==> src/aarm_pkg.sv <==
`timescale 1ns / 1ps
// ---------------------------------------------------------------------------
// aarm_pkg: shared types and constants
// Fixed-point constants, CORDIC arctangent table and the front-to-back request.
// ---------------------------------------------------------------------------
package aarm_pkg;

  localparam int ATAN_ENTRIES = 24;
  localparam logic signed [35:0] Q30_ONE     = 36'sd1073741824;
  localparam logic signed [35:0] Q30_PI      = 36'sd3373259426;
  localparam logic signed [35:0] Q30_TWO_PI  = 36'sd6746518852;
  localparam logic signed [35:0] Q30_HALF_PI = 36'sd1686629713;
  localparam logic signed [33:0] CORDIC_GAIN = 34'sd652032874;
  localparam logic signed [15:0] Q14_ONE     = 16'sd16384;

  function automatic logic [31:0] atan_q30(input logic [4:0] i);
    case (i)
      5'd0:    atan_q30 = 32'h3243F6A8;
      5'd1:    atan_q30 = 32'h1DAC6705;
      5'd2:    atan_q30 = 32'h0FADBAFC;
      5'd3:    atan_q30 = 32'h07F56EA6;
      5'd4:    atan_q30 = 32'h03FEAB76;
      5'd5:    atan_q30 = 32'h01FFD55B;
      5'd6:    atan_q30 = 32'h00FFFAAA;
      5'd7:    atan_q30 = 32'h007FFF55;
      5'd8:    atan_q30 = 32'h003FFFEA;
      5'd9:    atan_q30 = 32'h001FFFFD;
      5'd10:   atan_q30 = 32'h000FFFFF;
      5'd11:   atan_q30 = 32'h0007FFFF;
      5'd12:   atan_q30 = 32'h0003FFFF;
      5'd13:   atan_q30 = 32'h0001FFFF;
      5'd14:   atan_q30 = 32'h0000FFFF;
      5'd15:   atan_q30 = 32'h00007FFF;
      5'd16:   atan_q30 = 32'h00003FFF;
      5'd17:   atan_q30 = 32'h00001FFF;
      5'd18:   atan_q30 = 32'h00000FFF;
      5'd19:   atan_q30 = 32'h000007FF;
      5'd20:   atan_q30 = 32'h000003FF;
      5'd21:   atan_q30 = 32'h000001FF;
      5'd22:   atan_q30 = 32'h000000FF;
      5'd23:   atan_q30 = 32'h0000007F;
      default: atan_q30 = 32'h00000000;
    endcase
  endfunction

  // classified request handed from front to back
  typedef struct packed {
    logic               zero;
    logic               neg;
    logic signed [31:0] ang;
    logic signed [15:0] ax;
    logic signed [15:0] ay;
    logic signed [15:0] az;
  } req_t;

endpackage

==> src/aarm_front.sv <==
`timescale 1ns / 1ps
// ---------------------------------------------------------------------------
// aarm_front: request intake
// Registers the request, folds the angle into -pi/2..pi/2, flags a zero axis.
// ---------------------------------------------------------------------------
module aarm_front import aarm_pkg::*; (
  input  logic               clk,
  input  logic               rst,
  input  logic               valid,
  output logic               ready,
  input  logic signed [15:0] angle,
  input  logic signed [15:0] axis_x,
  input  logic signed [15:0] axis_y,
  input  logic signed [15:0] axis_z,
  output logic               req_valid,
  input  logic               req_ready,
  output req_t               req
);

  logic signed [35:0] a0, a1, a2;
  logic               neg;
  req_t               req_next;

  always_comb begin
    a0  = 36'(angle) <<< 18;
    a1  = a0;
    if (a0 > Q30_PI) a1 = a0 - Q30_TWO_PI;
    else if (a0 < -Q30_PI) a1 = a0 + Q30_TWO_PI;
    a2  = a1;
    neg = 1'b0;
    if (a1 > Q30_HALF_PI) begin
      a2 = a1 - Q30_PI;
      neg = 1'b1;
    end else if (a1 < -Q30_HALF_PI) begin
      a2 = a1 + Q30_PI;
      neg = 1'b1;
    end
    req_next.zero = (axis_x == 16'sd0) && (axis_y == 16'sd0) && (axis_z == 16'sd0);
    req_next.neg  = neg;
    req_next.ang  = a2[31:0];
    req_next.ax   = axis_x;
    req_next.ay   = axis_y;
    req_next.az   = axis_z;
  end

  assign ready = !req_valid || req_ready;

  always_ff @(posedge clk) begin
    if (rst) begin
      req_valid <= 1'b0;
    end else if (ready) begin
      req_valid <= valid;
    end
    if (ready && valid) req <= req_next;
  end

endmodule

==> config.mk <==
export PLATFORM = sky130hd
export DESIGN_NAME = aarm_front
export DESIGN_NICKNAME = d
export VERILOG_FILES = /design/src/aarm_pkg.sv /design/src/aarm_front.sv
export SDC_FILE = /design/constraint.sdc
export NUM_CORES = 1
export LEC_CHECK = 0
export BUFFER_PORTS_ARGS = -buffer_cell sky130_fd_sc_hd__buf_4
export CORE_UTILIZATION = 45
export DETAILED_ROUTE_END_ITERATION = 10
export GPL_ROUTABILITY_DRIVEN = 0
export HOLD_SLACK_MARGIN = 0.06
export PLACE_DENSITY_LB_ADDON = 0.12
export SYNTH_ARGS = -nofsm -noshare
export SYNTH_HDL_FRONTEND = slang
export SYNTH_SLANG_ARGS = --single-unit
==> constraint.sdc <==
create_clock -name clk -period 4.45 [get_ports clk]
set_input_delay 0.445 -clock clk [delete_from_list [all_inputs] [get_ports clk]]
set_output_delay 0.445 -clock clk [all_outputs]
set_load 0.05 [all_outputs]
# ---- Word level (Yosys, flattened, before mapping)
# Index checks and enable logic that the tools add are counted.
dict set report totals {
  reg_bits 83
  latchBits 0
  ram_bits 0
  romBits 0
  input_bits 68
  output_inout_bits 84
  word_cells 28
  mem_count 0
}
dict set report op_classes {
  n_addsub 4
  mul 0
  div_mod_pow 0
  magnitude_cmp 4
  eq_ne 0
  shift 0
  muxes 5
  bitwise_logic 0
  reduce_logical 8
}
# op n
set ops {}
lappend ops {{$mux 36} 2}
lappend ops {{$mux 32} 2}
lappend ops {{$logic_not 16->1} 3}
lappend ops {{$gt 36x32->1 const B} 1}
lappend ops {{$lt 36x32->1 const B} 1}
lappend ops {{$add 34x34->35 const B} 1}
lappend ops {{$sub 34x34->35 const B} 1}
lappend ops {{$gt 34x33->1 const B} 1}
lappend ops {{$lt 34x33->1 const B} 1}
lappend ops {{$add 32x31->32 const B} 1}
lappend ops {{$sub 32x31->32 const B} 1}
lappend ops {{$logic_and 1x1->1} 3}
lappend ops {{$logic_not 1->1} 1}
lappend ops {{$logic_or 1x1->1} 1}
lappend ops {{$mux 1} 1}

# ---- Logic depth before layout (Yosys ltp)
# Gate-level depths: netlist of run 1.
dict set report depth {
  depth_word 6
  mapped_depth 16
  depth_no_buf 12
}

# ---- Worst setup path before layout of run 1
# Ideal clock, no wire load.
dict set report synth_path {
  kind {input to register}
  from {input angle[3]}
  to {register req[67] in the netlist's numbering (data pin)}
  setup_time_ps 261
  arrival_time_ps 3229
  required_ps 4189
  setup_slack_ps 960
  path_stages 13
  n_path_buf 1
  cell_sequence {buf_2 inv_1 ha_1 or3b_1 a211oi_1 o21ai_0 a22oi_4 xor2_2 nor3_1 a311o_1 or3_1 xnor2_1 mux2i_1}
}
dict set report synth_via {
  elab_chain_cells 6
}
# element line_no
set synth_rtl {}
lappend synth_rtl {{start: declaration} aarm_front.sv:11} ;# input logic signed [15:0] angle,
lappend synth_rtl {{$add 34x34->35 / $lt 34x33->1 (equally long branches)} aarm_front.sv:28} ;# else if (a0 < -Q30_PI) a1 = a0 + Q30_TWO_PI;
lappend synth_rtl {{$mux 36} aarm_front.sv:28}
lappend synth_rtl {{$mux 36 *} aarm_front.sv:27} ;# if (a0 > Q30_PI) a1 = a0 - Q30_TWO_PI;
lappend synth_rtl {{$lt 36x32->1 / $add 32x31->32 (equally long branches)} {aarm_front.sv:34, aarm_front.sv:35}}
lappend synth_rtl {{$mux 32} aarm_front.sv:34} ;# end else if (a1 < -Q30_HALF_PI) begin
lappend synth_rtl {{$mux 32 *} aarm_front.sv:31} ;# if (a1 > Q30_HALF_PI) begin
lappend synth_rtl {{named net a2[19]} aarm_front.sv:20} ;# logic signed [35:0] a0, a1, a2;
lappend synth_rtl {{end signal: assignment} aarm_front.sv:54} ;# if (ready && valid) req <= req_next;
lappend synth_rtl {{end: declaration} aarm_front.sv:17} ;# output req_t req
# The timed path passes the listed nets; every way through them passes the cells marked *.
# A chain may end at the register's enable or synchronous reset.

# ---- Final worst setup path of run 1
dict set report layout_path {
  from {input angle[0]}
  to {register req[67] in the netlist's numbering (data pin)}
}
dict set report layout_via {
  elab_chain_cells 6
}
# element line_no
set layout_rtl {}
lappend layout_rtl {{$add 34x34->35 / $lt 34x33->1 (equally long branches)} aarm_front.sv:28}
lappend layout_rtl {{$mux 36} aarm_front.sv:28}
lappend layout_rtl {{$mux 36 *} aarm_front.sv:27}
lappend layout_rtl {{$add 32x31->32 / $lt 36x32->1 (equally long branches)} {aarm_front.sv:35, aarm_front.sv:34}}
lappend layout_rtl {{$mux 32} aarm_front.sv:34}
lappend layout_rtl {{$mux 32 *} aarm_front.sv:31}
lappend layout_rtl {{named net a2[19]} aarm_front.sv:20}
# Marks and branches as above.

==> impl_metrics.toml, run 1 <==
[sta]
setup_tns_ns = 0
max_freq_ghz = 0.273
slew_violations = 0
period_needed_ns = 3.67
slew_headroom_pct = 43.3
rsz0062_at_grt = "false"
setup_viol = 0
final_hold_viol_count = 0
skew_ns = 0.0125
tightest_slew_ns = 0.850
finalCritPeriodShare_pct = 82.4

[critical_path]
crit_arrival_ns = 3.75
critPathRequiredTime_ns = 4.54
critPathKind = "primary input to flop"
cp-start-kind = "primary input"
worstReg2RegStart = "req_valid"
critPathMaxFanout = 11
cp-end-kind = "flop"
startpoint = "angle[0]"

[routing]
drc = 0
firstDrtPassIters = 4
vias_per_cell = 5.53
wire_per_inst_um = 16.7
drt-initial-drc-count = 171
routed_wl_um = 9670
vias = 3209
drtAntennaViolNets = 0

[logic_synthesis]
synth_cell_types = 71
syn_inst = 328
synthArstFlopShare_pct = 0
synth-seq-area-share_pct = 55.6
synth_area_per_cell_um2 = 12.1
syn_nets = 401
synthFlopType = "edfxtp_1"
synth_area_um2 = 3980
yosys_warnings = 0
ys_seq_elements = 74
synth-edff-count = 73

[global_route]
antenna_found_initial = 0
grt_max_degree = 38
grt_pass1_vias = 2961
grt_use_total_pct = 20.8
grt.overflow.total = 0
grt_pass1_wl_um = 14600

[placed_design]
place_hpwl_um = 7530
io_buffers = 150
dp.cells = 564

[clock_tree]
postCtsSetupBuffers = 0
clock_sinks = 74
insertion_delay_ns = 0.34
cts_tree = "done"
cts_buffer_depth = 2
cts_buffers = 9
cts_root_buf = "clkbuf_8"
cts_hold_buf = 0
cts.htree.levels = 3
cts_resized = 0
cts.clk_slew.worst_paths_ns = 0.09

[floorplanning]
core-area_um2 = 8380
io_pins = 152
die_x_um = 96.0
fp.dieH_um = 96.0
initial_core_util_pct = 47.5
rows = 33
dieArea_um2 = 9220

[job]
maxCapViolCount = 0

[layout]
area_growth_pct = 33.8
register_area_um2 = 2210
fillers = 676
multi_input_area_um2 = 1530
diodes = 0
final_nets = 543
drive_above_1_share_pct = 41.3
fin_cells = 580

[power]
max-vdd-ir-drop_uv = 145
p_leak_nw = 2.16
powerDensity_nw_per_um2 = 407

[hold_path]
hold_start = "rst"
min_path_type = "primary input to flop"

[outcome]
status = "finished clean"
[worst paths after layout]
path	slack (ns)	end	cells past startpoint
setup / recovery	0.78	req[67]	13
hold / removal	0.24	req_valid	2
setup reg to reg	2.38	req[72]	3
hold reg to reg	0.53	req_valid	2
[stage by stage]
stage	hold slack (ns)	setup slack, ns	util (%)	instance area (um2)	power, mW
after floorplan	0.514	0.960	-	3980	1.41
after global placement	0.501	0.517	60.9	5100	1.61
after detailed placement	0.522	0.451	60.9	5100	1.62
after CTS	0.217	0.807	63.5	5320	2.19
after global routing	0.224	0.474	63.5	5320	2.26
final	0.239	0.784	63.5	5320	2.17
[report_power, final]
group | leakage, nW | switching (mW) | internal, mW | total [mW]
sequential | 0.715 | 0.0196 | 0.854 | 0.873
combinational | 1.34 | 0.488 | 0.242 | 0.730
clock | 0.107 | 0.245 | 0.318 | 0.563
total | 2.16 | 0.753 | 1.41 | 2.17
[cells in the mapped netlist, types with 3 or more instances]
master	instances	area, um2
nand4_1	4	25.0
a21o_1	3	22.5
o211ai_1	3	22.5
nor2_1	21	78.8
buf_2	8	40.0
edfxtp_1	73	2190
nand2_1	25	93.8
o21ai_1	5	25.0
clkbuf_1	3	11.3
nand3_1	5	25.0
o21ai_0	9	45.0
a211oi_1	3	22.5
and2_1	5	31.3
a31oi_1	7	43.8
xor2_1	6	52.6
mux2i_1	3	30.0
ha_1	5	62.6
xnor2_1	14	123
o22ai_1	4	25.0
nor4_1	12	75.1
inv_1	8	30.0
a21oi_1	14	70.1
buf_6	6	67.6
a311o_1	3	30.0
buf_4	10	75.1
nor3_1	5	25.0
[sequential cells by signal, indices dropped and copies added (netlist names)]
signal,flops
req,73
req_valid,1
[layer usage]
layer	wire, um	part of all wire [%]	up-vias	track usage (%)
met5	0	0	-	0
met4	199	2.1	0	7.46
met3	622	6.4	17	3.32
met2	4870	50	146	34.3
met1	3980	41	1506	27.8
li1	-	-	1540	-
[worst max-delay path, cell delays in order]
cell and delay (ns):
buf_4 0.13, inv_1 0.10, ha_1 0.19, inv_1 0.10
a41oi_1 0.35, o21a_1 0.56, a32oi_1 0.21, xor2_1 0.43
a21oi_1 0.16, a311o_1 0.46, or3_1 0.36, xnor2_1 0.14
mux2i_1 0.08
[final cells by class]
| type | count | share of cell area, % |
|---|---|---|
| Clock inverter | 6 | 1.69 |
| Timing Repair Buffer | 159 | 22.4 |
| Inverter | 9 | 0.635 |
| Multi-Input combinational cell | 217 | 28.8 |
| Clock buffer | 10 | 2.40 |
| Tap cell | 105 | 2.47 |
| Sequential cell | 74 | 41.6 |
[kinds of logic after synthesis]
logic type | after synthesis | synth area share, %
other cells | 1 | 0.0943
mux | 4 | 1.04
fa+ha+maj | 5 | 1.57
xor+xnor | 24 | 6.04
simple gates | 90 | 11.2
buf+inv | 37 | 5.85
flops | 74 | 55.6
compound gates | 93 | 18.6
[placed cells by master (no fill, tap or decap), drive strengths merged, types with 8 or more instances in the layout]
cell	n
xor2	8
o21ai	14
nand2	26
nor2	21
clkbuf	10
buf	159
nor4	12
a21oi	14
edfxtp	73
inv	10
xnor2	16
No activity file was read; power rests on OpenSTA's default activity.
==> run 2: changes to the inputs <==
==> constraint.sdc (replaced) <==
create_clock -name clk -period 3.65 [get_ports clk]
set_input_delay 0.365 -clock clk [delete_from_list [all_inputs] [get_ports clk]]
set_output_delay 0.365 -clock clk [all_outputs]
set_load 0.05 [all_outputs]
==> run 2 against run 1 <==
  * Core utilization up 2.7 points
  * Largest cell class unchanged
  * Worst setup slack lost 0.50 ns
  * First-iteration DRC count up 8.2%
  * Critical endpoint is now req[60]
  * Sequential share of layout area fell by 1.7 points
  * Die area unchanged
  * Design area increased by 4.2%
  * Via count rose by 3.4%
  * Critical path type unchanged
  * Critical path depth grew 2
  * Clock-buffer cell count unchanged
==> impl_metrics.toml, run 2 (synthesis gave the netlist of run 1 again) <==
[critical_path]
critPathMaxFanout = 7
worstReg2RegStart = "req_valid"
critPathRequiredTime_ns = 3.72
critPathKind = "primary input to flop"
r2r_cells = 3
path_delay_family = "compound AO/OA/AOI/OAI gates"
crit_cells = 15
crit_arrival_ns = 3.43
startpoint = "angle[0]"
cp_cell_sequence = "buf_4, inv_1, ha_1, inv_1, a41oi_1, buf_4, o21ai_1, and3_1, a2bb2oi_1, a311o_1, a311oi_1, buf_4, nand2_1, a21boi_0, o21ai_0"
cp-end-kind = "flop"
slowest_stage = "o21ai_1"
path_buf_inv = 5
cp-start-kind = "primary input"
max_stage_delay_ns = 0.56
cpMostUsedCell = "buf_4"

[sta]
period_needed_ns = 3.36
max_freq_ghz = 0.297
tightest_slew_ns = 0.936
slew_headroom_pct = 37.6
whs_ns = 0.166
skew_ns = 0.0112
slew_violations = 0
setup_ws_ns = 0.288
setup_viol = 0
setup_tns_ns = 0
rsz0062_at_grt = "false"
finalCritPeriodShare_pct = 92.1
final_hold_viol_count = 0

[placed_design]
place_hpwl_um = 7540
post_dp_cell_area_um2 = 5310
pre_cts_ws_ns = 0.0105
io_buffers = 150
dp.cells = 589

[clock_tree]
cts.clk_slew.worst_paths_ns = 0.08
cts_hold_buf = 0
cts_buffers = 9
clock_sinks = 74
postCtsSetupBuffers = 0
cts_root_buf = "clkbuf_8"
cts_buffer_depth = 2
cts.htree.levels = 3
cts_tree = "done"
insertion_delay_ns = 0.34
cts_resized = 0

[floorplanning]
initial_core_util_pct = 47.5
die_x_um = 96.0
io_pins = 152
core-area_um2 = 8380
rows = 33
fp.dieH_um = 96.0
dieArea_um2 = 9220

[global_route]
grt_pass1_vias = 3050
antenna_found_initial = 0
grt_use_total_pct = 21.4
grt.overflow.total = 0
grt_max_degree = 74
grt_pass1_wl_um = 14800

[routing]
wire_per_inst_um = 16.6
routed_wl_um = 10100
vias = 3319
firstDrtPassIters = 4
drc = 0
drt-initial-drc-count = 185
drtAntennaViolNets = 0
vias_per_cell = 5.49

[layout]
largest_register_ffs = 73
final_common_cell = "buf_4"
regMostFlops = "req"
largestRegisters = "req (73), req_valid (1)"
diodes = 0
final_cell_mix = "buf_4 (183), edfxtp_1 (73), nand2_1 (25)"
fillers = 659
finish.utilization_pct = 66.2
fin_cells = 605
final_nets = 568
area_growth_pct = 39.4
drive_above_1_share_pct = 44.2
fin_area_um2 = 5550

[power]
p_leak_nw = 2.30
powerDensity_nw_per_um2 = 501
p_total_mw = 2.78
max-vdd-ir-drop_uv = 211

[hold_path]
holdPathStages = 2
hold_start = "rst"
min_path_type = "primary input to flop"

[job]
maxCapViolCount = 0

[outcome]
status = "finished clean"
run 2: worst paths after layout:
kind,to,slack (ns)
worst max register to register,req[60],1.95
worst min register to register,req_valid,0.53
worst min-delay path,req_valid,0.17
worst max-delay path,req[60],0.29
run 2: final cells by class:
type / instances / area [um2] / area share (%)
clock buffer: 10 / 128 / 2.30
clock inverter: 6 / 113 / 2.03
inverter: 9 / 33.8 / 0.609
multi-input combinational: 217 / 1530 / 27.7
sequential: 74 / 2210 / 39.9
tap: 105 / 131 / 2.37
timing repair buffer: 184 / 1390 / 25.1
run 2: routing by layer:
| metal | wire length, um | track usage (%) | up-vias |
|---|---|---|---|
| li1 | - | - | 1592 |
| met1 | 4340 | 27.7 | 1596 |
| met2 | 5090 | 36.3 | 117 |
| met3 | 485 | 3.87 | 14 |
| met4 | 154 | 6.72 | 0 |
| met5 | 0 | 0 | - |
run 2: worst register-to-register path, stage by stage, from the launching register on:
cell and delay, ns:
dfxtp_1 0.31, nand2b_1 0.10, and2_2 0.14, buf_4 0.69
run 2: report_power, final:
group / switching, mW / internal (mW) / total, mW / leakage (nW)
combinational: 0.609 / 0.335 / 0.944 / 1.46
sequential: 0.0235 / 1.04 / 1.06 / 0.715
clock: 0.310 / 0.457 / 0.767 / 0.121
==> run 3: changes to the inputs <==
--- a/config.mk
+++ b/config.mk
@@ -6,6 +6,7 @@
 export NUM_CORES = 1
 export LEC_CHECK = 0
 export BUFFER_PORTS_ARGS = -buffer_cell sky130_fd_sc_hd__buf_4
+export CORE_ASPECT_RATIO = 1.25
 export CORE_UTILIZATION = 45
 export DETAILED_ROUTE_END_ITERATION = 10
 export GPL_ROUTABILITY_DRIVEN = 0
==> run 3 against run 2 <==
  * Global-route usage is 0.18 points higher
  * Clock power is 34% lower
  * Critical endpoint is now req[71]
  * Worst setup slack better by 0.072 ns
  * Design area is 1.6% lower
  * Power is 9.8% lower
  * Non-clock buffer count is 1 lower
  * Combinational power is 1% lower
  * Largest cell class unchanged
  * Largest power group unchanged
  * Die area hardly changed
  * Via count is 0.87% lower
  * Wire length hardly changed
  * Final cell count is 2.3% higher
  * Sequential power hardly changed
==> impl_metrics.toml, run 3 (synthesis gave the netlist of run 1 again) <==
[routing]
drc = 0
routed_wl_um = 10100
firstDrtPassIters = 4
drt-initial-drc-count = 183
vias = 3290
vias_per_cell = 5.32
drtAntennaViolNets = 0
wire_per_inst_um = 16.3

[critical_path]
worstReg2RegStart = "req_valid"
path_delay_family = "compound AO/OA/AOI/OAI gates"
critPathRequiredTime_ns = 3.72
crit_arrival_ns = 3.36
critPathKind = "primary input to flop"
cp-end-kind = "flop"
cp_cell_sequence = "buf_4, inv_1, ha_1, or3b_1, a211oi_1, o21ai_0, a22oi_4, xor2_2, nor3_1, a311oi_1, buf_4, nand2_2, o22ai_1, xor2_1"
startpoint = "angle[3]"
slowest_stage = "a311oi_1"
cp-start-kind = "primary input"
path_buf_inv = 3
critPathMaxFanout = 12
cpMostUsedCell = "buf_4"
max_stage_delay_ns = 0.47

[clock_tree]
insertion_delay_ns = 0.33
cts_root_buf = "clkbuf_8"
clock_sinks = 74
cts.clk_slew.worst_paths_ns = 0.07
cts_hold_buf = 0
cts.htree.levels = 3
cts_buffers = 9
cts_tree = "done"
cts_buffer_depth = 2
postCtsSetupBuffers = 0
cts_resized = 0

[sta]
tightest_slew_ns = 0.892
slew_headroom_pct = 40.5
max_freq_ghz = 0.304
setup_viol = 0
period_needed_ns = 3.29
finalCritPeriodShare_pct = 90.1
final_hold_viol_count = 0
skew_ns = 0.00637
slew_violations = 0
rsz0062_at_grt = "false"

[floorplanning]
rows = 38
dieArea_um2 = 9220
core-area_um2 = 8610
fp.dieH_um = 107
die_x_um = 86.1
io_pins = 152
initial_core_util_pct = 46.2

[layout]
regMostFlops = "req"
finish.utilization_pct = 63.4
fillers = 691
fin_cells = 619
fin_area_um2 = 5460
final_cell_mix = "buf_4 (183), edfxtp_1 (73), nand2_1 (25)"
final_nets = 567
drive_above_1_share_pct = 43.5
area_growth_pct = 37.2
final_common_cell = "buf_4"
largest_register_ffs = 73
diodes = 0
largestRegisters = "req (73), req_valid (1)"

[job]
maxCapViolCount = 0

[power]
p_total_mw = 2.50
pwr-share-seq_pct = 42.6
p_sw_share_pct = 35.6
comb_power_share_pct = 37.3
p_leak_nw = 2.25
internal_power_mw = 1.61
powerDensity_nw_per_um2 = 459
clockPowerShare_pct = 20.1
max-vdd-ir-drop_uv = 186
p_switching_mw = 0.892

[placed_design]
io_buffers = 150
post_dp_cell_area_um2 = 5300
place_hpwl_um = 7820
dp.cells = 603

[global_route]
grt.overflow.total = 0
antenna_found_initial = 0
grt_pass1_wl_um = 15300
grt_use_total_pct = 21.6
grt_util_met3_pct = 3.93
grt_max_degree = 74
use_met2_pct = 38.6
grt.busiest_layer = "met2"
met1_usage_pct = 25.1
grt_pass1_vias = 3077

[hold_path]
hold_start = "rst"
min_path_type = "primary input to flop"

[outcome]
status = "finished clean"
## run 3: stage by stage
| step | setup TNS (ns) | hold WS (ns) | setup WS, ns |
|---|---|---|---|
| after floorplan | 0 | 0.434 | 0.240 |
| after global placement | 0 | 0.498 | 0.0529 |
| after detailed placement | -0.00576 | 0.534 | -0.00576 |
| after CTS | 0 | 0.165 | 0.351 |
| after global routing | 0 | 0.171 | 0.0703 |
| final | 0 | 0.186 | 0.360 |
## run 3: layer usage
layer  share of wire [%]  vias to the layer above  wire length, um
met5                   0                        -                0
met4                 1.9                        0              187
met3                 6.5                       14              656
met2                  52                      142             5200
met1                  40                     1543             4020
li1                    -                     1591                -
## run 3: power by group through the flow
stage                     clock network (mW)  logic (mW)  registers (mW)
after CTS                              0.518       0.935            1.07
final                                  0.504       0.933            1.07
after floorplan                            0       0.367            1.35
after global routing                   0.558       0.987            1.07
after detailed placement                   0       0.932            1.09
after global placement                     0       0.925            1.08
## run 3: layout make-up
class / instances / area (um2) / area share (%)
sequential: 74 / 2210 / 40.5
multi-input combinational: 217 / 1530 / 28.1
timing repair buffer: 183 / 1370 / 25.2
tap: 120 / 150 / 2.75
clock buffer: 12 / 135 / 2.48
inverter: 9 / 33.8 / 0.619
clock inverter: 4 / 18.8 / 0.344
## run 3: final timing paths
path                to  slack, ns  depth (start not counted)
max            req[71]       0.36                         14
max reg2reg    req[58]       1.98                          3
min          req_valid       0.19                          2
min reg2reg  req_valid       0.55                          2
