$ cat src/aarm_pkg.sv
`timescale 1ns / 1ps
// ---------------------------------------------------------------------------
// aarm_pkg: shared types and constants
// Fixed-point constants, CORDIC arctangent table and the front-to-back request.
// ---------------------------------------------------------------------------
package aarm_pkg;

  localparam int ATAN_ENTRIES = 24;
  localparam logic signed [35:0] Q30_ONE     = 36'sd1073741824;
  localparam logic signed [35:0] Q30_PI      = 36'sd3373259426;
  localparam logic signed [35:0] Q30_TWO_PI  = 36'sd6746518852;
  localparam logic signed [35:0] Q30_HALF_PI = 36'sd1686629713;
  localparam logic signed [33:0] CORDIC_GAIN = 34'sd652032874;
  localparam logic signed [15:0] Q14_ONE     = 16'sd16384;

  function automatic logic [31:0] atan_q30(input logic [4:0] i);
    case (i)
      5'd0:    atan_q30 = 32'h3243F6A8;
      5'd1:    atan_q30 = 32'h1DAC6705;
      5'd2:    atan_q30 = 32'h0FADBAFC;
      5'd3:    atan_q30 = 32'h07F56EA6;
      5'd4:    atan_q30 = 32'h03FEAB76;
      5'd5:    atan_q30 = 32'h01FFD55B;
      5'd6:    atan_q30 = 32'h00FFFAAA;
      5'd7:    atan_q30 = 32'h007FFF55;
      5'd8:    atan_q30 = 32'h003FFFEA;
      5'd9:    atan_q30 = 32'h001FFFFD;
      5'd10:   atan_q30 = 32'h000FFFFF;
      5'd11:   atan_q30 = 32'h0007FFFF;
      5'd12:   atan_q30 = 32'h0003FFFF;
      5'd13:   atan_q30 = 32'h0001FFFF;
      5'd14:   atan_q30 = 32'h0000FFFF;
      5'd15:   atan_q30 = 32'h00007FFF;
      5'd16:   atan_q30 = 32'h00003FFF;
      5'd17:   atan_q30 = 32'h00001FFF;
      5'd18:   atan_q30 = 32'h00000FFF;
      5'd19:   atan_q30 = 32'h000007FF;
      5'd20:   atan_q30 = 32'h000003FF;
      5'd21:   atan_q30 = 32'h000001FF;
      5'd22:   atan_q30 = 32'h000000FF;
      5'd23:   atan_q30 = 32'h0000007F;
      default: atan_q30 = 32'h00000000;
    endcase
  endfunction

  // classified request handed from front to back
  typedef struct packed {
    logic               zero;
    logic               neg;
    logic signed [31:0] ang;
    logic signed [15:0] ax;
    logic signed [15:0] ay;
    logic signed [15:0] az;
  } req_t;

endpackage

$ cat src/aarm_queue.sv
`timescale 1ns / 1ps
// ---------------------------------------------------------------------------
// aarm_queue: two-entry request queue
// Decouples intake from the compute pipeline; full throughput with stalls.
// ---------------------------------------------------------------------------
module aarm_queue import aarm_pkg::*; (
  input  logic clk,
  input  logic rst,
  input  logic in_valid,
  output logic in_ready,
  input  req_t in_req,
  output logic out_valid,
  input  logic out_ready,
  output req_t out_req
);

  req_t       mem [2];
  logic       wr_ptr, rd_ptr;
  logic [1:0] count;
  logic       push, pop;

  assign in_ready  = count != 2'd2;
  assign out_valid = count != 2'd0;
  assign out_req   = mem[rd_ptr];
  assign push      = in_valid && in_ready;
  assign pop       = out_valid && out_ready;

  always_ff @(posedge clk) begin
    if (rst) begin
      wr_ptr <= 1'b0;
      rd_ptr <= 1'b0;
      count  <= 2'd0;
    end else begin
      if (push) wr_ptr <= !wr_ptr;
      if (pop) rd_ptr <= !rd_ptr;
      count <= count + 2'(push) - 2'(pop);
    end
    if (push) mem[wr_ptr] <= in_req;
  end

endmodule

$ cat config.mk
export PLATFORM = sky130hd
export DESIGN_NAME = aarm_queue
export DESIGN_NICKNAME = d
export VERILOG_FILES = /design/src/aarm_pkg.sv /design/src/aarm_queue.sv
export SDC_FILE = /design/constraint.sdc
export NUM_CORES = 1
export LEC_CHECK = 0
export BUFFER_PORTS_ARGS = -buffer_cell sky130_fd_sc_hd__clkbuf_2
export CORE_AREA = 2 2 103 125
export CTS_CLUSTER_SIZE = 30
export DETAILED_ROUTE_END_ITERATION = 16
export DIE_AREA = 0 0 105 127
export GPL_ROUTABILITY_DRIVEN = 0
export PLACE_DENSITY_LB_ADDON = 0.1
export RECOVER_POWER = 100
export SETUP_SLACK_MARGIN = 0.05
export SLEW_MARGIN = 30
export SYNTH_ARGS = -nofsm -noshare
export SYNTH_HDL_FRONTEND = slang
export SYNTH_SLANG_ARGS = --single-unit
$ cat constraint.sdc
create_clock -name clk -period 3.4 [get_ports clk]
set_clock_uncertainty 0.05 [all_clocks]
set_input_delay 0.17 -clock clk [delete_from_list [all_inputs] [get_ports clk]]
set_output_delay 0.17 -clock clk [all_outputs]
set_load 0.01 [all_outputs]
# After elaboration in Yosys (flattened, before gate mapping)
# Memory sizes are Yosys's and may differ from the RTL's. A register that Yosys moved wholly into a read port is not among the register bits.
# Index checks and enable logic that the tools add are counted.
# W data, S select, Z words.
[totals] elab_cells=16 memories=1 ff_bits=4 mem_bits_rw=164 input_bits=86 output_inout_bits=84
[op_classes] mux=4 eq_ne=1 n_addsub=2 n_reduce_logical=5
[memory_table] name="mem" depth=2 word_bits=82 rd=1 rd_clocked_by_memory_dff=1 wr=1 line_no="aarm_queue.sv:17" rtl="req_t mem [2];"
[op_table] operator="$mux W1" count=4
[op_table] operator="$add A2 B1 Y2" count=1
[op_table] operator="$logic_and A1 B1 Y1" count=2
[op_table] operator="$logic_not A1 Y1" count=2
[op_table] operator="$ne A2 B2 Y1 const B" count=1
[op_table] operator="$reduce_bool A2 Y1" count=1
[op_table] operator="$sub A2 B1 Y2" count=1

# Longest topological paths before layout
# Gate-level depths: netlist of the first run.
[logic_depth] depth_word=4 ltp_mapped=6 depth_no_buf=6

# Least setup slack after synthesis of the first run
# OpenSTA, ideal clock, no wires.
[synth_path] kind="register to register" startpoint="register count[0]" endpoint="memory mem[1][0] in the netlist's numbering (enable)" synth_period_minus_slack_ns=3.099 path_stages_with_launch=3 arrival_ns=2.599 required_ns=2.900 n_path_buf=0 slack_ns=0.301 setup_ns=0.450 path_cell_list="dfxtp_1 -> nand2b_1 -> and3_1"
[synth_via] elab_chain_len=4
[synth_rtl] item="start: declaration" line_no="aarm_queue.sv:19" rtl="logic [1:0] count;"
[synth_rtl] item="start signal: assignment" line_no="aarm_queue.sv:36" rtl="count <= count + 2'(push) - 2'(pop);"
[synth_rtl] item="$ne A2 B2 Y1" line_no="aarm_queue.sv:22" rtl="assign in_ready = count != 2'd2;"
[synth_rtl] item="net in_ready" line_no="aarm_queue.sv:10" rtl="output logic in_ready,"
[synth_rtl] item="$logic_and A1 B1 Y1" line_no="aarm_queue.sv:25" rtl="assign push = in_valid && in_ready;"
[synth_rtl] item="$mux W1" line_no="aarm_queue.sv:38" rtl="if (push) mem[wr_ptr] <= in_req;"
[synth_rtl] item="$mux W1 (implied by the code)" line_no="aarm_queue.sv:38"
[synth_rtl] item="end: declaration" line_no="aarm_queue.sv:17"
# The timed path passes the listed nets, and every way through them passes these cells.

# Worst setup path in the final report of the first run
[layout_path] startpoint="register count[0]" endpoint="memory mem[0][27] in the netlist's numbering (enable)"
[layout_via] elab_chain_len=4
[layout_rtl] item="$ne A2 B2 Y1" line_no="aarm_queue.sv:22"
[layout_rtl] item="$logic_and A1 B1 Y1" line_no="aarm_queue.sv:25"
[layout_rtl] item="$mux W1" line_no="aarm_queue.sv:38"
[layout_rtl] item="$mux W1 (implied by the code)" line_no="aarm_queue.sv:38"
# No other way between the ends.

==> results of run 1 <==
-- Yosys cell counts (2+ instances only) --
cell type    n
edfxtp_1   164
buf_6        8
and3_1       2
mux2_1      70
mux2_2      12
nor2b_1      2
nor2_1       4
dfxtp_1      5
-- state kept, by name, indices dropped and copies added, names as in the netlist, named ones only --
signal and cells:
wr_ptr 1, mem 164, rd_ptr 1, count 2
-- through the flow --
stage,hold WS (ns),std cells
after floorplan,0.189,284
after global placement,0.310,609
after detailed placement,0.313,609
after CTS,0.0901,724
after global routing,0.122,724
final,0.112,724
-- tightest hold or removal path: stages --
cell	delay, ns
clkbuf_2	0.16
a21bo_1	0.13
a21oi_1	0.05
-- per-layer routing --
layer | vias to the layer above | share of wire, % | GRT usage (%)
met3 | 14 | 5.9 | 6.43
met5 | - | 0 | 0
met1 | 1696 | 41 | 20.5
li1 | 1666 | - | -
met4 | 0 | 1.6 | 6.43
met2 | 119 | 52 | 30.6
-- cells in the final DEF, fill, tap and decap left out, types with 2 or more instances in the layout --
| cell | netlist | routed |
|---|---|---|
| clkinv_2 | 0 | 2 |
| dfxtp_1 | 5 | 4 |
| clkbuf_2 | 0 | 32 |
| buf_1 | 0 | 4 |
| mux2_1 | 70 | 70 |
| nor2b_1 | 2 | 2 |
| nor2_1 | 4 | 4 |
| clkinv_1 | 0 | 2 |
| clkbuf_1 | 0 | 141 |
| bufinv_16 | 0 | 3 |
| clkbuf_16 | 0 | 17 |
| mux2_2 | 12 | 12 |
| dlygate4sd3_1 | 0 | 83 |
| o21ai_0 | 1 | 2 |
| buf_12 | 0 | 2 |
| edfxtp_1 | 164 | 164 |
-- logic make-up after synthesis --
family                     Yosys count  share of synthesized area (%)
and+or+nand+nor                     15                           1.57
xor gates and xnor gates             1                          0.141
AOI/OAI and AO/OA                    6                          0.705
muxes                               82                           14.9
DFF                                169                           80.9
adders and majority gates            1                          0.201
buffers and inverters               10                           1.63
-- power groups by stage --
stage / Sequential [mW] / Combinational [mW] / Clock, mW
2_1_floorplan: 2.62 / 0.646 / 0
3_3_place_gp: 2.66 / 0.958 / 0
3_5_place_dp: 2.67 / 0.963 / 0
4_1_cts: 2.63 / 1.05 / 1.89
5_1_grt: 2.66 / 1.05 / 1.97
6_report: 2.63 / 0.959 / 1.86
-- layout make-up --
cell class | instances | area, um2 | area share, %
timing repair buffer | 256 | 1550 | 18.4
sequential | 169 | 5030 | 59.5
clock buffer | 23 | 448 | 5.30
tap | 161 | 201 | 2.38
multi-input combinational | 105 | 1090 | 12.9
clock inverter | 9 | 124 | 1.47
inverter | 1 | 5.00 | 0.0592
-- path summary, 6_finish.rpt --
kind / startpoint / to / slack [ns]
min reg2reg: rd_ptr / register / 0.48
max reg2reg: count[0] / mem[0][27] / 1.21
min: in_valid / wr_ptr / 0.11
max: count[0] / mem[0][27] / 1.21
==> results.sh, run 1 <==
export IMPL_grt_pass1_vias=3684
export IMPL_place_area_um2=7230
export IMPL_finalHoldViolations=0
export IMPL_fin_area_um2=8450
export IMPL_clk_pin_slew_worst_paths_ns=0.06
export IMPL_rsz0062_at_grt="false"
export IMPL_gr_total_overflow=0
export IMPL_cts_hold_repair_buffers=83
export IMPL_crit_path_max_incr_delay_ns=0.87
export IMPL_p_per_area_nw_per_um2=644
export IMPL_fp_dieW_um=105
export IMPL_vias_per_cell=4.83
export IMPL_crit_cells=4
export IMPL_drive_above_1_share_pct=13.7
export IMPL_cts_tree="done"
export IMPL_wl_per_cell_um=15.7
export IMPL_synthesis_nets=371
export IMPL_grt_max_degree=48
export IMPL_track_usage_pct=17.7
export IMPL_numCtsBuffers=17
export IMPL_row_count=44
export IMPL_period_share_pct=64.4
export IMPL_htreeDepth=4
export IMPL_cp_top_family="buffers and inverters"
export IMPL_die_h_um=127
export IMPL_synthTopCellsByArea="edfxtp_1 (79%), mux2_1 (13%), mux2_2 (2.2%)"
export IMPL_drtPass1Iterations=4
export IMPL_finalSetupViolCount=0
export IMPL_power_leakage_nw=2.89
export IMPL_fin_nets=637
export IMPL_io_buffers=169
export IMPL_crit_type="reg -> reg"
export IMPL_vias=3495
export IMPL_tns_ns=0
export IMPL_clock_path_buffers=2
export IMPL_final_core_utilization_pct=70.4
export IMPL_yosysTopAreaCell="edfxtp_1"
export IMPL_syn_cell_area_um2=6210
export IMPL_fin_ws_ns=1.21
export IMPL_cp_max_fo=47
export IMPL_clk_latency_ns=0.41
export IMPL_dp_hpwl_mm=6.83
export IMPL_switchingPower_mw=1.33
export IMPL_synthCells=284
export IMPL_start_kind="register"
export IMPL_postRouteAntennaNets=0
export IMPL_ir_drop_v=0.000403
export IMPL_worst_pin_slew_ns=1.18
export IMPL_critPathArrivalTime_ns=2.15
export IMPL_crit_path_cell_trace="nand2b_1 > nand3b_1 > clkinvlp_2 > clkbuf_2"
export IMPL_switching_share_pct=24.5
export IMPL_fmax_mhz=457
export IMPL_io_pins=170
export IMPL_fillerInstances=899
export IMPL_holdCritPathClass="in -> reg"
export IMPL_synth_edf_count=164
export IMPL_seqPwrFrac_pct=48.3
export IMPL_p_clk_share_pct=34.1
export IMPL_avgSynthCellArea_um2=21.9
export IMPL_cp_end_kind="register"
export IMPL_status="finished, final reports clean"
export IMPL_core_um2=12000
export IMPL_drt_iter0_markers=190
export IMPL_routed_wl_mm=11.4
export IMPL_slowest_stage="clkbuf_2"
export IMPL_ys_warn_count=0
export IMPL_insertedDiodeCount=0
export IMPL_relSlewSlack_pct=21.3
export IMPL_synth_cell_types=25
export IMPL_cts_root_buf="clkbuf_16"
export IMPL_maxCapViolCount=0
export IMPL_whs_path_depth=3
export IMPL_synth_top_area_share_pct=79.3
export IMPL_initial_utilization_pct=51.8
export IMPL_r2r_cells=4
export IMPL_area_delta_synth_final_pct=36.0
export IMPL_synth_seq_cells=169
export IMPL_antenna_found_initial=0
export IMPL_seq_area_frac_synth_pct=80.9
export IMPL_ys_async_sr_fraction_pct=0
export IMPL_die_area_um2=13300
export IMPL_min_period_ns=2.19
export IMPL_cts_sinks=169
export IMPL_drc_errors=0
export IMPL_post_cts_resized=0
export IMPL_p_int_mw=4.11
export IMPL_power_frac_comb_pct=17.6
export IMPL_grt_pass1_wl_mm=17.8
export IMPL_required_ns=3.37
export IMPL_synth_main_ff_cell="edfxtp_1"
export IMPL_path_buf_inv=2
export IMPL_drv_slew=0
export IMPL_cts_setup_buffers=0
export IMPL_dp_slack_ns=1.46
export IMPL_power_mw=5.44
Note: power is estimated with default switching activity, not from simulation.
==> inputs of run 2 (changes only) <==
--- a/config.mk
+++ b/config.mk
@@ -6,10 +6,10 @@
 export NUM_CORES = 1
 export LEC_CHECK = 0
 export BUFFER_PORTS_ARGS = -buffer_cell sky130_fd_sc_hd__clkbuf_2
-export CORE_AREA = 2 2 103 125
+export CORE_AREA = 2 2 108 131
 export CTS_CLUSTER_SIZE = 30
 export DETAILED_ROUTE_END_ITERATION = 16
-export DIE_AREA = 0 0 105 127
+export DIE_AREA = 0 0 110 133
 export GPL_ROUTABILITY_DRIVEN = 0
 export PLACE_DENSITY_LB_ADDON = 0.1
 export RECOVER_POWER = 100
==> constraint.sdc (replaced) <==
create_clock -name clk -period 1.9 [get_ports clk]
set_clock_uncertainty 0.05 [all_clocks]
set_input_delay 0.095 -clock clk [delete_from_list [all_inputs] [get_ports clk]]
set_output_delay 0.095 -clock clk [all_outputs]
set_load 0.01 [all_outputs]
==> results.sh, run 2 (same netlist as run 1, synthesis figures left out) <==
export IMPL_clk_pin_slew_worst_paths_ns=0.06
export IMPL_cp_end_kind="output port"
export IMPL_place_area_um2=7320
export IMPL_fin_hold_ws_ns=0.0475
export IMPL_row_count=47
export IMPL_gr_total_overflow=0
export IMPL_instances_no_fill=739
export IMPL_drv_slew=0
export IMPL_insertedDiodeCount=0
export IMPL_io_pins=170
export IMPL_clk_latency_ns=0.41
export IMPL_finalHoldViolations=0
export IMPL_routed_wl_mm=11.6
export IMPL_top_regs="mem x164, count x2"
export IMPL_relSlewSlack_pct=77.8
export IMPL_io_buffers=169
export IMPL_vias=3536
export IMPL_largest_reg_flops=164
export IMPL_track_usage_pct=16.4
export IMPL_required_ns=1.75
export IMPL_area_delta_synth_final_pct=38.0
export IMPL_largest_register="mem"
export IMPL_final_core_utilization_pct=63.7
export IMPL_fp_dieW_um=110
export IMPL_initial_utilization_pct=46.1
export IMPL_fin_nets=642
export IMPL_htreeDepth=4
export IMPL_holdCritPathClass="in -> reg"
export IMPL_min_period_ns=1.74
export IMPL_drt_iter0_markers=109
export IMPL_worst_pin_slew_ns=0.330
export IMPL_crit_type="reg -> out"
export IMPL_antenna_found_initial=0
export IMPL_rsz0062_at_grt="false"
export IMPL_drtPass1Iterations=4
export IMPL_tns_ns=0
export IMPL_layout_commonest_cell="edfxtp_1"
export IMPL_maxCapViolCount=0
export IMPL_ir_drop_v=0.000737
export IMPL_wl_per_cell_um=15.6
export IMPL_postRouteAntennaNets=0
export IMPL_core_um2=13500
export IMPL_vias_per_cell=4.78
export IMPL_die_area_um2=14600
export IMPL_dp_slack_ns=0.253
export IMPL_die_h_um=133
export IMPL_clock_path_buffers=2
export IMPL_status="finished, final reports clean"
export IMPL_fillerInstances=1082
export IMPL_grt_pass1_vias=3813
export IMPL_numCtsBuffers=17
export IMPL_drive_above_1_share_pct=16.9
export IMPL_finalSetupViolCount=0
export IMPL_start_kind="register"
export IMPL_fin_area_um2=8570
export IMPL_grt_pass1_wl_mm=17.7
export IMPL_fmax_mhz=575
export IMPL_p_per_area_nw_per_um2=1150
export IMPL_critPathArrivalTime_ns=1.59
export IMPL_grt_max_degree=55
export IMPL_cp_max_fo=9
export IMPL_power_mw=9.84
export IMPL_drc_errors=0
export IMPL_cts_sinks=169
export IMPL_fin_ws_ns=0.162
export IMPL_dpl_cell_count=621
export IMPL_cts_tree="done"
export IMPL_period_share_pct=91.5
export IMPL_final_cell_mix="edfxtp_1 (164), clkbuf_1 (131), dlygate4sd3_1 (83)"
export IMPL_cts_root_buf="clkbuf_16"
export IMPL_power_leakage_nw=2.95
-- run 2: changes by cell type in the layout (fill, tap and decap cells not counted), sizes merged --
cell      before  now
clkinvlp       2    7
clkinv         5    2
bufinv         3    2
inv            0    4
-- run 2: repair_timing --
item,in CTS,in global routing
hold buffers,83,0
buffers inserted,3,0
endpoints found under the hold margin,169,0
setup endpoints to repair,53,0
resized for setup,1,0
-- run 2: power by group --
group	switching [mW]	total, mW	leakage [nW]	internal (mW)
clock	1.39	3.33	0.261	1.94
sequential	0.106	4.63	1.58	4.52
combinational	1.04	1.88	1.11	0.842
total	2.53	9.84	2.95	7.31
-- run 2: final timing paths --
path                               start     endpoint  slack (ns)  cells after the start
worst max-delay path            register  out_req[41]        0.16                      3
worst min-delay path            in_valid       wr_ptr        0.05                      3
worst max register to register  count[1]     count[1]        0.23                      6
worst min register to register    rd_ptr       rd_ptr        0.45                      2
-- run 2: area by class of cell --
cell class              count  area [um2]  share of cell area [%]
inverters                   1        5.00                  0.0584
clock inverters            14         148                    1.72
repair buffers            261        1660                    19.3
well taps                 171         214                    2.50
multi-input cells         105        1090                    12.7
flip-flops and latches    169        5030                    58.7
clock buffers              18         429                    5.01
-- run 2: critical path, stage by stage, from the launching register on --
cell      delay (ns)
dfxtp_4         0.41
clkbuf_2        0.27
mux2_1          0.37
clkbuf_1        0.14
-- run 2: metal layers --
layer | vias up | global-route usage (%) | share of wire, %
met2 | 106 | 29.1 | 55
met4 | 0 | 7.45 | 1.5
met3 | 14 | 5.81 | 5.9
met1 | 1743 | 16.9 | 37
met5 | - | 0 | 0
li1 | 1673 | - | -
==> inputs of run 3 (changes only) <==
--- a/config.mk
+++ b/config.mk
@@ -11,6 +11,7 @@
 export DETAILED_ROUTE_END_ITERATION = 16
 export DIE_AREA = 0 0 110 133
 export GPL_ROUTABILITY_DRIVEN = 0
+export GPL_TIMING_DRIVEN = 0
 export PLACE_DENSITY_LB_ADDON = 0.1
 export RECOVER_POWER = 100
 export SETUP_SLACK_MARGIN = 0.05
==> results.sh, run 3 (same netlist as run 1, synthesis figures left out) <==
export IMPL_status="finished, final reports clean"
export IMPL_drt_iter0_markers=136
export IMPL_insertedDiodeCount=0
export IMPL_numCtsBuffers=17
export IMPL_gr_total_overflow=0
export IMPL_grt_pass1_vias=3773
export IMPL_timing_rr_end="count[1]"
export IMPL_slowest_stage="mux2_1"
export IMPL_cts_root_buf="clkbuf_16"
export IMPL_grt_max_degree=44
export IMPL_finalHoldViolations=0
export IMPL_whs_path_depth=4
export IMPL_die_h_um=133
export IMPL_clk_pin_slew_worst_paths_ns=0.06
export IMPL_io_pins=170
export IMPL_largest_register="mem"
export IMPL_core_um2=13500
export IMPL_row_count=47
export IMPL_path_buf_inv=3
export IMPL_holdCritPathClass="in -> reg"
export IMPL_htreeDepth=4
export IMPL_finalSetupViolCount=0
export IMPL_crit_path_cell_trace="buf_6 > buf_6 > mux2_1 > clkbuf_1"
export IMPL_fp_dieW_um=110
export IMPL_relSlewSlack_pct=63.6
export IMPL_min_from="out_ready"
export IMPL_crit_top_cell="buf_6"
export IMPL_power_leakage_nw=3.02
export IMPL_fmax_mhz=579
export IMPL_drive_above_1_share_pct=19.3
export IMPL_vias=3535
export IMPL_cp_end_kind="output port"
export IMPL_cp_max_fo=10
export IMPL_cts_sinks=169
export IMPL_die_area_um2=14600
export IMPL_area_delta_synth_final_pct=38.8
export IMPL_cp_top_family="buffers and inverters"
export IMPL_wl_per_cell_um=15.6
export IMPL_required_ns=1.75
export IMPL_clock_path_buffers=2
export IMPL_crit_type="reg -> out"
export IMPL_instances_no_fill=747
export IMPL_drtPass1Iterations=4
export IMPL_crit_path_max_incr_delay_ns=0.33
export IMPL_p_per_area_nw_per_um2=1130
export IMPL_fin_ws_ns=0.172
export IMPL_cts_tree="done"
export IMPL_worst_pin_slew_ns=0.545
export IMPL_top_regs="mem x164, count x2"
export IMPL_vias_per_cell=4.73
export IMPL_io_buffers=169
export IMPL_rsz0062_at_grt="false"
export IMPL_period_share_pct=90.9
export IMPL_min_period_ns=1.73
export IMPL_clk_latency_ns=0.41
export IMPL_reg2reg_from="count[1]"
export IMPL_drv_slew=0
export IMPL_grt_pass1_wl_mm=18.0
export IMPL_final_cell_mix="edfxtp_1 (164), clkbuf_1 (126), dlygate4sd3_1 (83)"
export IMPL_antenna_found_initial=0
export IMPL_track_usage_pct=16.6
export IMPL_dpl_cell_count=628
export IMPL_r2r_cells=6
export IMPL_dp_slack_ns=-0.0788
export IMPL_ir_drop_v=0.000602
export IMPL_critPathArrivalTime_ns=1.58
export IMPL_maxCapViolCount=0
export IMPL_r2r_slack_ns=0.19
export IMPL_initial_utilization_pct=46.1
export IMPL_fin_nets=650
export IMPL_postRouteAntennaNets=0
export IMPL_start_kind="register"
export IMPL_tns_ns=0
export IMPL_largest_reg_flops=164
export IMPL_dp_hpwl_mm=7.32
export IMPL_routed_wl_mm=11.7
export IMPL_layout_commonest_cell="edfxtp_1"
export IMPL_drc_errors=0
[run 3: changes by cell type in the layout (fill, tap and decap cells not counted), sizes merged]
cell / delta
clkinv: +4
and3: +1
clkinvlp: -4
inv: +1
buf: +8
bufinv: -2
[run 3: how the worst max path moves through the flow]
stage              from           to  slack [ns]  cells after the start
6_report       register  out_req[13]        0.17                      4
5_1_grt        count[1]     count[1]        0.07                      6
4_1_cts        register  out_req[19]        0.08                      4
3_5_place_dp   count[0]    mem[0][9]       -0.08                      5
3_3_place_gp   count[0]   mem[0][10]       -1.12                      3
2_1_floorplan  count[0]    mem[0][0]       -0.38                      3
[run 3: stage by stage]
step	hold slack (ns)	power (mW)	cell area [um2]	util, %
2_1_floorplan	0.107	5.85	6230	-
3_3_place_gp	0.235	6.59	7290	54.1
3_5_place_dp	0.238	6.68	7390	54.9
4_1_cts	0.0344	10.0	8800	65.3
5_1_grt	0.0622	10.2	8620	64.0
6_report	0.0409	9.74	8620	64.0
[run 3: metal layers]
metal | global-route usage [%] | vias to the layer above | wire, um
met5 | 0 | - | 0
met4 | 6.61 | 0 | 174
met3 | 5.02 | 13 | 689
met2 | 30.2 | 99 | 6450
met1 | 17.3 | 1725 | 4370
li1 | - | 1698 | -
[run 3: power by group]
group | internal, mW | total [mW] | leakage, nW | switching (mW)
combinational | 0.909 | 1.98 | 1.18 | 1.07
sequential | 4.52 | 4.61 | 1.58 | 0.0908
clock | 1.71 | 3.16 | 0.262 | 1.45
total | 7.14 | 9.74 | 3.02 | 2.61
[run 3: layout make-up]
type                            count  area, um2
Clock buffer                       19        433
Clock inverter                     13        113
Tap cell                          171        214
Timing Repair Buffer              259       1630
Buffer                              9        101
Multi-Input combinational cell    106       1110
Inverter                            1       5.00
Fill cell                        1075       4840
Sequential cell                   169       5020
[run 3: timing repair]
item,CTS,global route
endpoints found under the setup margin,69,1
buffers inserted,3,0
gates resized for setup,0,1
hold buffers,83,0
hold endpoints to repair,169,0
pin swaps,0,0
gates cloned,1,0
[run 3: worst reg2reg max path, cell delays in order, from the launching register on]
cell and delay [ns]:
dfxtp_1 0.47, nor2b_1 0.26, o21ba_2 0.17, nor2_1 0.04
ha_1 0.19, nor4_1 0.33, nor3_2 0.08
